`src/rtl/core/fmmp_pkg.sv`:
```
// ----------------------------------------------------------------------------
// fmmp_pkg: shared types and constants
// Widths, state encoding and the controller/datapath command bundle.
// ----------------------------------------------------------------------------
package fmmp_pkg;

  localparam int INDEX_BITS = 64;
  localparam int MOD_BITS   = 32;
  localparam int PROD_BITS  = 2 * MOD_BITS;
  localparam int BIT_CNT_W  = $clog2(INDEX_BITS);
  localparam int RED_CNT_W  = $clog2(MOD_BITS + 1);
  localparam logic [MOD_BITS-1:0] MODULUS_RESET = MOD_BITS'(32'd1000000007);

  // matrix-multiply destination
  typedef enum logic [0:0] {
    DST_ACC  = 1'b0,
    DST_BASE = 1'b1
  } dst_t;

  typedef enum logic [2:0] {
    ST_IDLE,
    ST_MUL_ACC,
    ST_WAIT_ACC,
    ST_SQR,
    ST_WAIT_SQR,
    ST_NEXT,
    ST_DONE
  } state_t;

  // multiply sequencer inside the datapath
  typedef enum logic [1:0] {
    MS_IDLE,
    MS_MUL,
    MS_RED
  } mstate_t;

  // controller -> datapath
  typedef struct packed {
    logic load;      // latch index and initialise matrices
    logic mul_start; // start a matrix multiply
    dst_t mul_dst;   // where the product goes
    logic shift;     // advance to the next index bit
  } dp_cmd_t;

  // datapath -> controller
  typedef struct packed {
    logic mul_done;
    logic cur_bit;
    logic last_bit;
  } dp_sts_t;

endpackage

```
`src/rtl/core/fmmp_modred.sv`:
```
// ----------------------------------------------------------------------------
// fmmp_modred: iterative modular reduction
// Restoring reduction of a product below m*2^MOD_BITS, one bit per cycle.
// ----------------------------------------------------------------------------
module fmmp_modred
  import fmmp_pkg::*;
(
  input  logic                 clk,
  input  logic                 rst_n,
  input  logic                 start,
  input  logic [PROD_BITS-1:0] value,
  input  logic [MOD_BITS-1:0]  modulus,
  output logic                 done,
  output logic [MOD_BITS-1:0]  result
);

  logic [PROD_BITS-1:0] rem_r, rem_nxt;
  logic [RED_CNT_W-1:0] cnt_r, cnt_nxt;
  logic                 busy_r, busy_nxt;
  logic                 done_r, done_nxt;
  logic [PROD_BITS:0]   shifted;
  logic [PROD_BITS:0]   trial;

  // trial subtract of m shifted to the current bit position
  always_comb begin
    shifted = {1'b0, PROD_BITS'(modulus)} << cnt_r;
    trial   = {1'b0, rem_r} - shifted;
  end

  always_comb begin
    rem_nxt  = rem_r;
    cnt_nxt  = cnt_r;
    busy_nxt = busy_r;
    done_nxt = 1'b0;
    if (start) begin
      rem_nxt  = value;
      cnt_nxt  = RED_CNT_W'(MOD_BITS);
      busy_nxt = 1'b1;
    end else if (busy_r) begin
      if (!trial[PROD_BITS]) rem_nxt = trial[PROD_BITS-1:0];
      if (cnt_r == '0) begin
        busy_nxt = 1'b0;
        done_nxt = 1'b1;
      end else begin
        cnt_nxt = cnt_r - 1'b1;
      end
    end
  end

  always_ff @(posedge clk) begin
    if (!rst_n) begin
      busy_r <= 1'b0;
      done_r <= 1'b0;
    end else begin
      busy_r <= busy_nxt;
      done_r <= done_nxt;
    end
    rem_r <= rem_nxt;
    cnt_r <= cnt_nxt;
  end

  assign done   = done_r;
  assign result = rem_r[MOD_BITS-1:0];

endmodule

```
`src/rtl/core/fmmp_datapath.sv`:
```
// ----------------------------------------------------------------------------
// fmmp_datapath: matrix registers and shared multiply/reduce unit
// Each matrix multiply runs eight products in turn, each through one
// registered multiplier and the shared reducer, with modular adds.
// ----------------------------------------------------------------------------
module fmmp_datapath
  import fmmp_pkg::*;
(
  input  logic                  clk,
  input  logic                  rst_n,
  input  dp_cmd_t               cmd,
  input  logic [INDEX_BITS-1:0] index,
  input  logic [MOD_BITS-1:0]   modulus,
  output dp_sts_t               sts,
  output logic [MOD_BITS-1:0]   fib_value
);

  logic [MOD_BITS-1:0]   acc_r [4];
  logic [MOD_BITS-1:0]   base_r [4];
  logic [MOD_BITS-1:0]   res_r [4];
  logic [INDEX_BITS-1:0] n_r;
  logic [BIT_CNT_W-1:0]  bit_r;
  logic [2:0]            term_r;
  mstate_t               ms_r, ms_nxt;
  dst_t                  dst_r;
  logic [PROD_BITS-1:0]  prod_r;
  logic                  red_go_r, red_go_nxt;
  logic                  red_start;
  logic                  red_done;
  logic [MOD_BITS-1:0]   red_res;
  logic                  done_r, done_nxt;
  logic [MOD_BITS-1:0]   one_m;
  logic [MOD_BITS-1:0]   op_a, op_b;
  logic [MOD_BITS:0]     sum;
  logic [MOD_BITS:0]     sum_sub;
  logic [MOD_BITS-1:0]   sum_red;

  assign one_m = (modulus == MOD_BITS'(1)) ? '0 : MOD_BITS'(1);

  // term t: entry (i,j) = t[2:1], half t[0]; c_ij = a_i0*b_0j + a_i1*b_1j
  always_comb begin
    op_a = acc_r[{term_r[2], term_r[0]}];
    if (dst_r == DST_BASE) op_a = base_r[{term_r[2], term_r[0]}];
    op_b = base_r[{term_r[0], term_r[1]}];
  end

  // modular add of a new reduced product into the entry sum; the first product of an entry is stored as is
  always_comb begin
    sum     = {1'b0, res_r[term_r[2:1]]} + {1'b0, red_res};
    sum_sub = sum - {1'b0, modulus};
    sum_red = sum_sub[MOD_BITS] ? sum[MOD_BITS-1:0] : sum_sub[MOD_BITS-1:0];
    if (!term_r[0]) sum_red = red_res;
  end

  // reducer starts once the registered product is in place
  assign red_start = red_go_r;

  fmmp_modred u_red (
    .clk     (clk),
    .rst_n   (rst_n),
    .start   (red_start),
    .value   (prod_r),
    .modulus (modulus),
    .done    (red_done),
    .result  (red_res)
  );

  // multiply sequencer: next state
  always_comb begin
    ms_nxt   = ms_r;
    done_nxt = 1'b0;
    unique case (ms_r)
      MS_IDLE: if (cmd.mul_start) ms_nxt = MS_MUL;
      MS_MUL:  ms_nxt = MS_RED;
      MS_RED: begin
        if (red_done) begin
          if (term_r == 3'd7) begin
            ms_nxt   = MS_IDLE;
            done_nxt = 1'b1;
          end else begin
            ms_nxt = MS_MUL;
          end
        end
      end
      default: ms_nxt = MS_IDLE;
    endcase
  end

  // multiply sequencer: outputs
  assign red_go_nxt = (ms_r == MS_MUL);

  always_ff @(posedge clk) begin
    if (!rst_n) begin
      ms_r     <= MS_IDLE;
      done_r   <= 1'b0;
      red_go_r <= 1'b0;
    end else begin
      ms_r     <= ms_nxt;
      done_r   <= done_nxt;
      red_go_r <= red_go_nxt;
    end
  end

  // operand, product and matrix registers
  always_ff @(posedge clk) begin
    if (cmd.mul_start) begin
      term_r <= '0;
      dst_r  <= cmd.mul_dst;
    end
    if (ms_r == MS_MUL) prod_r <= PROD_BITS'(op_a) * PROD_BITS'(op_b);
    if (ms_r == MS_RED && red_done) begin
      res_r[term_r[2:1]] <= sum_red;
      term_r <= term_r + 3'd1;
    end
    if (done_r) begin
      for (int k = 0; k < 4; k++) begin
        if (dst_r == DST_ACC) acc_r[k] <= res_r[k];
        else base_r[k] <= res_r[k];
      end
    end
    if (cmd.load) begin
      n_r       <= index;
      bit_r     <= '0;
      acc_r[0]  <= one_m;
      acc_r[1]  <= '0;
      acc_r[2]  <= '0;
      acc_r[3]  <= one_m;
      base_r[0] <= '0;
      base_r[1] <= one_m;
      base_r[2] <= one_m;
      base_r[3] <= one_m;
    end else if (cmd.shift) begin
      n_r   <= n_r >> 1;
      bit_r <= bit_r + 1'b1;
    end
  end

  assign sts.mul_done = done_r;
  assign sts.cur_bit  = n_r[0];
  assign sts.last_bit = (bit_r == BIT_CNT_W'(INDEX_BITS - 1));
  assign fib_value    = (modulus == '0) ? '0 : acc_r[2];

endmodule

```
`src/rtl/core/fmmp_ctrl.sv`:
```
// ----------------------------------------------------------------------------
// fmmp_ctrl: sequencing controller
// Walks the index bits, ordering multiplies and squarings, and owns the
// input and output handshakes.
// ----------------------------------------------------------------------------
module fmmp_ctrl
  import fmmp_pkg::*;
(
  input  logic    clk,
  input  logic    rst_n,
  input  logic    in_valid,
  output logic    in_ready,
  output logic    out_valid,
  input  logic    out_ready,
  input  dp_sts_t sts,
  output dp_cmd_t cmd
);

  state_t state_r, state_nxt;

  always_ff @(posedge clk) begin
    if (!rst_n) state_r <= ST_IDLE;
    else        state_r <= state_nxt;
  end

  // next state
  always_comb begin
    state_nxt = state_r;
    unique case (state_r)
      ST_IDLE:     if (in_valid) state_nxt = ST_MUL_ACC;
      ST_MUL_ACC:  state_nxt = sts.cur_bit ? ST_WAIT_ACC : ST_SQR;
      ST_WAIT_ACC: if (sts.mul_done) state_nxt = ST_SQR;
      ST_SQR:      state_nxt = sts.last_bit ? ST_DONE : ST_WAIT_SQR;
      ST_WAIT_SQR: if (sts.mul_done) state_nxt = ST_NEXT;
      ST_NEXT:     state_nxt = ST_MUL_ACC;
      ST_DONE:     if (out_ready) state_nxt = ST_IDLE;
      default:     state_nxt = ST_IDLE;
    endcase
  end

  // outputs
  always_comb begin
    cmd       = '0;
    in_ready  = 1'b0;
    out_valid = 1'b0;
    unique case (state_r)
      ST_IDLE: begin
        in_ready = 1'b1;
        cmd.load = in_valid;
      end
      ST_MUL_ACC: begin
        cmd.mul_start = sts.cur_bit;
        cmd.mul_dst   = DST_ACC;
      end
      ST_SQR: begin
        cmd.mul_start = !sts.last_bit;
        cmd.mul_dst   = DST_BASE;
      end
      ST_NEXT: cmd.shift = 1'b1;
      ST_DONE: out_valid = 1'b1;
      default: cmd = '0;
    endcase
  end

endmodule

```
`src/rtl/core/fibonacci_mod_matrix_power_top.sv`:
```
// Each 2x2 multiply runs eight products in turn through the one-bit-per-cycle
//   reducer that all products share.
// One item at a time: the next item can be accepted in the cycle after the
//   result is taken. Reset (rst_n, synchronous, low) idles the controller and
//   sets the modulus to 1000000007.
// ----------------------------------------------------------------------------
// fibonacci_mod_matrix_power_top: F(n) mod m by matrix exponentiation
// Top level joining controller, datapath and modulus register.
// ----------------------------------------------------------------------------
module fibonacci_mod_matrix_power_top
  import fmmp_pkg::*;
(
  input  logic                  clk,
  input  logic                  rst_n,
  input  logic                  in_valid,
  output logic                  in_ready,
  input  logic [INDEX_BITS-1:0] in_index,
  output logic                  out_valid,
  input  logic                  out_ready,
  output logic [MOD_BITS-1:0]   out_fib_value,
  input  logic                  cfg_we,
  input  logic [MOD_BITS-1:0]   cfg_wdata
);

  logic [MOD_BITS-1:0] modulus_r;
  dp_cmd_t             cmd;
  dp_sts_t             sts;

  // modulus register
  always_ff @(posedge clk) begin
    if (!rst_n)      modulus_r <= MODULUS_RESET;
    else if (cfg_we) modulus_r <= cfg_wdata;
  end

  fmmp_ctrl u_ctrl (
    .clk       (clk),
    .rst_n     (rst_n),
    .in_valid  (in_valid),
    .in_ready  (in_ready),
    .out_valid (out_valid),
    .out_ready (out_ready),
    .sts       (sts),
    .cmd       (cmd)
  );

  fmmp_datapath u_dp (
    .clk       (clk),
    .rst_n     (rst_n),
    .cmd       (cmd),
    .index     (in_index),
    .modulus   (modulus_r),
    .sts       (sts),
    .fib_value (out_fib_value)
  );

endmodule

```
`config.mk`:
```
export PLATFORM = sky130hd
export DESIGN_NAME = fibonacci_mod_matrix_power_top
export DESIGN_NICKNAME = d
export VERILOG_FILES = /design/src/rtl/core/fmmp_pkg.sv /design/src/rtl/core/fmmp_modred.sv /design/src/rtl/core/fmmp_datapath.sv /design/src/rtl/core/fmmp_ctrl.sv /design/src/rtl/core/fibonacci_mod_matrix_power_top.sv
export SDC_FILE = /design/constraint.sdc
export NUM_CORES = 2
export LEC_CHECK = 0
export ABC_CLOCK_PERIOD_IN_PS = 11000
export BUFFER_PORTS_ARGS = -buffer_cell sky130_fd_sc_hd__buf_2
export CAP_MARGIN = 20
export CELL_PAD_IN_SITES_DETAIL_PLACEMENT = 0
export CELL_PAD_IN_SITES_GLOBAL_PLACEMENT = 2
export CORE_ASPECT_RATIO = 1.25
export CORE_UTILIZATION = 32
export DETAILED_ROUTE_END_ITERATION = 12
export GPL_TIMING_DRIVEN = 0
export MAX_ROUTING_LAYER = met4
export PLACE_DENSITY_LB_ADDON = 0.1
export SLEW_MARGIN = 10
export SYNTH_ARGS = -nofsm -noshare
export SYNTH_HDL_FRONTEND = slang
export SYNTH_SLANG_ARGS = --single-unit
export TNS_END_PERCENT = 20
```
`constraint.sdc`:
```
create_clock -name clk -period 11 [get_ports clk]
set_input_delay 2.2 -clock clk [delete_from_list [all_inputs] [get_ports clk]]
set_output_delay 2.2 -clock clk [all_outputs]
set_load 0.01 [all_outputs]
```
======== Word-level counts from Yosys, hierarchy flattened ========
Memory sizes are Yosys's and may differ from the RTL's. A register that Yosys moved wholly into a read port is not among the register bits.
Cells that the tools add are included.
W data, S select, Z words.
storage, ports and cells
  flip-flop bits (word level) ............. 249
  RAM bits ................................ 384
  memories ................................ 3
  ROM bits ................................ 0
  bits of input ports ..................... 101
  latch bits .............................. 0
cells by class
  shifts and indexed selects .............. 1
  div/mod/pow operators ................... 0
  mux-type cells .......................... 55
  $mul .................................... 1
  add/sub/neg operators ................... 6
  bitwise logic cells ..................... 11
  $lt $le $gt $ge ......................... 0
  reduce and logical (&&, ||, !) cells .... 15
  eq/ne operators ......................... 18
memories
  memory       words  width  rd ports  clocked after memory_dff  write ports  RTL line             text
  u_dp.acc_r   4      32     2         1                         4            fmmp_datapath.sv:18  logic [MOD_BITS-1:0] acc_r [4];
  u_dp.base_r  4      32     2         2                         4            fmmp_datapath.sv:19  logic [MOD_BITS-1:0] base_r [4];
  u_dp.res_r   4      32     5         1                         1            fmmp_datapath.sv:20  logic [MOD_BITS-1:0] res_r [4];
operators by type and width
  operator               count
  $mux W32               12
  $mux W64               5
  $shl A32 B6 Y65        1
  $sub A64 B65 Y65       1
  $mul A32 B32 Y64       1
  $add A32 B32 Y33       1
  $sub A33 B32 Y33       1
  $eq A32 B1 Y1 const B  1
  $logic_not A32 Y1      1
  $mux W1                22
  $pmux W3 S7            1
  $mux W3                6
  $mux W2                7
  $eq A3 B3 Y1 const B   4
  $ne A2 B2 Y1 const B   4
  $or A1 B1 Y1           8
  $add A6 B1 Y6 const B  1
  $eq A3 B2 Y1 const B   2
  $eq A6 B6 Y1 const B   1
  $logic_not A6 Y1       1
  $ne A2 B1 Y1 const B   3
  $pmux W2 S3            1
  $reduce_and A2 Y1      3
  $reduce_bool A2 Y1     3
  other kinds (14)       16

======== Longest topological paths before layout ========
  depth in word-level cells ............... 6
  gate-level depth with buffers ........... 35
  mapped depth without buffers ............ 29

======== Hierarchy ========
From an unflattened synthesis, not the netlist that was laid out.
unflattened totals
  cells, all modules ...................... 6,953
  area, all modules ....................... 67,996.5 um^2
modules (own cells, without submodules)
  module                          area an instance (um^2)  sequential area each (um^2)  instances  cells an instance
  fmmp_datapath                   57,054.7                 13,863.3                     1          5,618
  fmmp_modred                     9,501.6                  2,082.0                      1          1,203
  fibonacci_mod_matrix_power_top  1,194.9                  640.6                        1          103
  fmmp_ctrl                       245.2                    60.1                         1          29

======== Least setup slack after synthesis ========
No wires, ideal clock.
  path kind ............................... register -> register
  start ................................... reg with a tool-made name
  end ..................................... reg u_dp.prod_r[61] (data pin)
  buffers on the path ..................... 4
  slack ................................... 2,160 ps
  stages on the path, launching flop included .. 31
  clock period less this slack ............ 8,840 ps
  library setup time ...................... 266 ps
  arrival ................................. 8,574 ps
  path through ............................ dfxtp_1 -> buf_2 -> buf_1 -> mux4_2 -> mux2i_1 -> clkbuf_1 -> nor2_1 -> fa_1 -> inv_1 -> fa_1 -> fa_1 -> fa_1 -> inv_1 -> fa_1 -> inv_1 -> fa_1 -> inv_1 -> fa_1 -> fa_1 -> ha_1 -> buf_2 -> a21o_1 -> a211oi_1 -> nor2_1 -> a221o_1 -> a31o_2 -> a2111oi_0 -> o21ai_0 -> a21oi_2 -> o41ai_1 -> xnor2_1
RTL lines
  what                  RTL line              text
  end signal, assigned  fmmp_datapath.sv:110  if (ms_r == MS_MUL) prod_r <= PROD_BITS'(op_a) * PROD_BITS'(op_b);
  end, declared         fmmp_datapath.sv:26   logic [PROD_BITS-1:0] prod_r;

==> metrics.md <==
| Metric | Value |
|---|---|
| Largest net degree at the start of global routing | `58` |
| Antenna Nets Post-Route | `0` |
| Setup CP Type | `register to register` |
| Worst slew pin tran | `1.188 ns` |
| Most used flip-flop cell after synthesis | `edfxtp_1` |
| Mean Syn Cell Area | `9.257 um^2` |
| Worst setup EP type | `register` |
| Layout area overhead | `11.25%` |
| WP data required | `11.40 ns` |
| Placed cell area | `0.07355 mm^2` |
| Standard-cell rows | `189` |
| EDFF count, synth | `391` |
| First-pass GRT wire length | `445700 um` |
| DIE HEIGHT | `519.2 um` |
| VDD IR max | `0.1526 mV` |
| Place WS | `-2.595 ns` |
| Layout cell share with drive strength beyond 1 | `9.601%` |
| DRC | `0` |
| Tcrit/Tclk final | `99.39%` |
| #FFs+latches synth | `636` |
| Clock transition at path regs | `0.07 ns` |
| GRT overflow | `0` |
| Vias after detailed routing | `54300` |
| Clk sinks | `636` |
| Initial antenna violation count | `10` |
| Hold Crit Start | `u_dp.acc_r[1][23]` |
| Cell Count, Final, Fillers Out | `10470` |
| Worst setup margin | `0.06660 ns` |
| Critical Path Start Type | `register` |
| H-tree depth | `2` |
| Core box area | `0.2124 mm^2` |
| # Max-Cap Violations | `0` |
| Syn_nets | `8793` |
| TritonRoute pass-1 iters | `5` |
| Max_slew headroom | `20.78%` |
| Cells after Synth | `7397` |
| Yosys Warn Count | `0` |
| Total GRT Usage | `30.24%` |
| DIE AREA | `0.2158 mm^2` |
| Horiz. Die Dim | `415.7 um` |
| Min cycle time layout | `10.93 ns` |
| Final Cell Area | `0.07617 mm^2` |
| RSZ-0062 raised after global routing | `false` |
| Fillers | `22260` |
| TritonCTS buffer count | `61` |
| CP max FO | `10` |
| Final Setup Violations | `0` |
| Setup TNS Final | `0 ns` |
| Drt wl/cell | `30.39 um` |
| Sequential area share after synthesis | `24.31%` |
| Vias in the first global route | `57450` |
| Area taken by multi-input logic gates | `0.04701 mm^2` |
| Top Ports | `135` |
| Slew Limit Fails | `0` |
| Fin nets | `9031` |
| CP Data Arrival Time | `11.34 ns` |
| Cell count after placement | `10350` |
| Distinct cells, synth | `90` |
| Iter 0 DRT Violations | `3305` |
| CTS Root Cell | `clkbuf_16` |
| Hold-fix buffers, CTS | `0` |
| Final WL | `318200 um` |
| Fmax | `0.09146 GHz` |
| PwrDens | `197.4 mW/mm^2` |
| Clock skew | `0.07946 ns` |
| Final hold violation count | `0` |
| Sequential cell area | `0.01665 mm^2` |
| # port buffers | `133` |
| Detailed placement HPWL | `272400 um` |
| CTS Buffer Depth | `3` |
| Initial Util | `32.24%` |
| Worst Hold Class | `register to register` |
| CTS tree | `done` |
| Mapped cell area | `0.06847 mm^2` |
| Gpl congestion | `0.9957` |
| Post-synth ARST share | `0%` |
| Status | `finished, final reports clean` |
| Pleak | `32.54 nW` |
| Vias per inst | `5.187` |
| Worst-Skew Late Latency | `0.71 ns` |
what timing repair did:
item	in CTS	in global routing
pin swaps	0	0
setup endpoints to repair	40	6
buffers inserted	3	0
resized for setup	158	9
cells in the final DEF (no fill, tap or decap), types with 21 or more instances in the layout:
master	count
nand2_1	1343
inv_1	932
fa_1	899
nor2_1	751
a21oi_1	419
ha_1	396
edfxtp_1	391
clkbuf_1	270
dfxtp_1	245
o21ai_0	190
buf_2	154
mux4_2	128
xnor2_1	105
a21o_1	104
mux2i_1	92
mux2_2	77
clkbuf_2	73
and2_1	73
nor2b_1	73
xor2_1	72
clkbuf_16	64
nand4_1	51
nand3_1	50
o21a_1	46
o21bai_1	41
nand2b_1	40
a31oi_1	39
nor3_1	35
o211ai_1	34
a211oi_1	26
o21ai_2	25
buf_8	23
and3_1	21
per-layer routing:
layer / vias to the layer above / track usage [%] / share of wire [%]
met5: - / - / 0
met4: 0 / 18.79 / 7.7
met3: 394 / 1.797 / 3.0
met2: 1343 / 51.07 / 50
met1: 27990 / 35.20 / 40
li1: 24570 / - / -
cells in the mapped netlist, types with 77 or more instances:
| cell | instances | area share [%] |
|---|---|---|
| nand2_1 | 1346 | 7.4 |
| inv_1 | 932 | 5.1 |
| fa_1 | 899 | 26 |
| nor2_1 | 753 | 4.1 |
| a21oi_1 | 420 | 3.1 |
| ha_1 | 396 | 7.2 |
| edfxtp_1 | 391 | 17 |
| clkbuf_1 | 357 | 2.0 |
| dfxtp_1 | 245 | 7.2 |
| o21ai_0 | 199 | 1.5 |
| mux4_2 | 128 | 4.2 |
| mux2i_1 | 116 | 1.7 |
| xnor2_1 | 106 | 1.4 |
| a21o_1 | 104 | 1.1 |
| mux2_2 | 77 | 1.3 |
where the power goes:
| part | leakage [nW] | switching, mW | internal (mW) |
|---|---|---|---|
| registers | 5.60 | 0.126 | 3.02 |
| logic | 25.9 | 6.39 | 3.13 |
| clock network | 1.07 | 1.04 | 1.34 |
sequential cells by signal, summed over array words and instances (netlist names), 6 cells and up, named ones only:
register and flops:
u_dp.acc_r 128, u_dp.base_r 128, u_dp.res_r 128, u_dp.n_r 64, u_dp.prod_r 64, u_dp.u_red.rem_r 64, modulus_r 32, u_dp.bit_r 6
u_dp.u_red.cnt_r 6
worst paths after layout:
| kind | to | slack (ns) | cells past startpoint |
|---|---|---|---|
| worst max register to register | u_dp.prod_r[63] | 0.07 | 25 |
| worst min register to register | u_dp.acc_r[1][23] | 0.46 | 2 |
| worst min-delay path | u_dp.acc_r[1][23] | 0.46 | 2 |
| worst max-delay path | u_dp.prod_r[63] | 0.07 | 25 |
layout make-up:
| cell class | count | share of cell area, % |
|---|---|---|
| antenna | 12 | 0.03942 |
| buffer | 411 | 2.465 |
| clock buffer | 82 | 2.296 |
| clock inverter | 33 | 0.6340 |
| inverter | 934 | 4.602 |
| multi-input combinational | 5404 | 61.71 |
| sequential | 636 | 21.85 |
| tap | 2769 | 4.548 |
| timing repair buffer | 187 | 1.854 |
cells by family (layout without fill, tap and decap cells):
kind of cell / after synthesis / count (layout) / share of synthesized area, %
compound gates: 1093 / 1093 / 9.855
xor+xnor: 179 / 179 / 2.301
fa+ha+maj: 1295 / 1295 / 33.52
buf+inv: 1357 / 1647 / 7.614
flops: 636 / 636 / 24.31
mux: 321 / 321 / 7.172
other cells: 0 / 12 / 0
simple gates: 2516 / 2516 / 15.23
stage by stage:
stage	hold slack [ns]	total power, mW	util [%]
global placement	0.4390	12.61	34.19
global route	0.4707	15.94	35.87
floorplan	0.4331	8.847	-
finish	0.4559	15.04	35.87
CTS	0.4551	15.14	35.86
detailed placement	0.4459	12.62	34.64
critical path, stage by stage, from the launching register on:
cell and delay, ns:
dfxtp_1 0.31, clkbuf_4 0.28, buf_2 0.56, mux4_2 0.42
mux2_2 0.48, clkbuf_1 0.91, nand2_1 0.19, fa_1 0.61
fa_1 0.52, inv_1 0.05, fa_1 0.46, fa_1 0.58
fa_1 0.46, fa_1 0.48, fa_1 0.48, fa_1 0.65
ha_1 0.34, clkbuf_1 0.29, nand4_1 0.22, nor3_1 0.38
a31oi_2 0.21, o41ai_1 0.49, nor2_1 0.19, o21ai_2 0.44
a21oi_2 0.18, xnor2_4 0.40
Power figures use the tool's default switching activity.
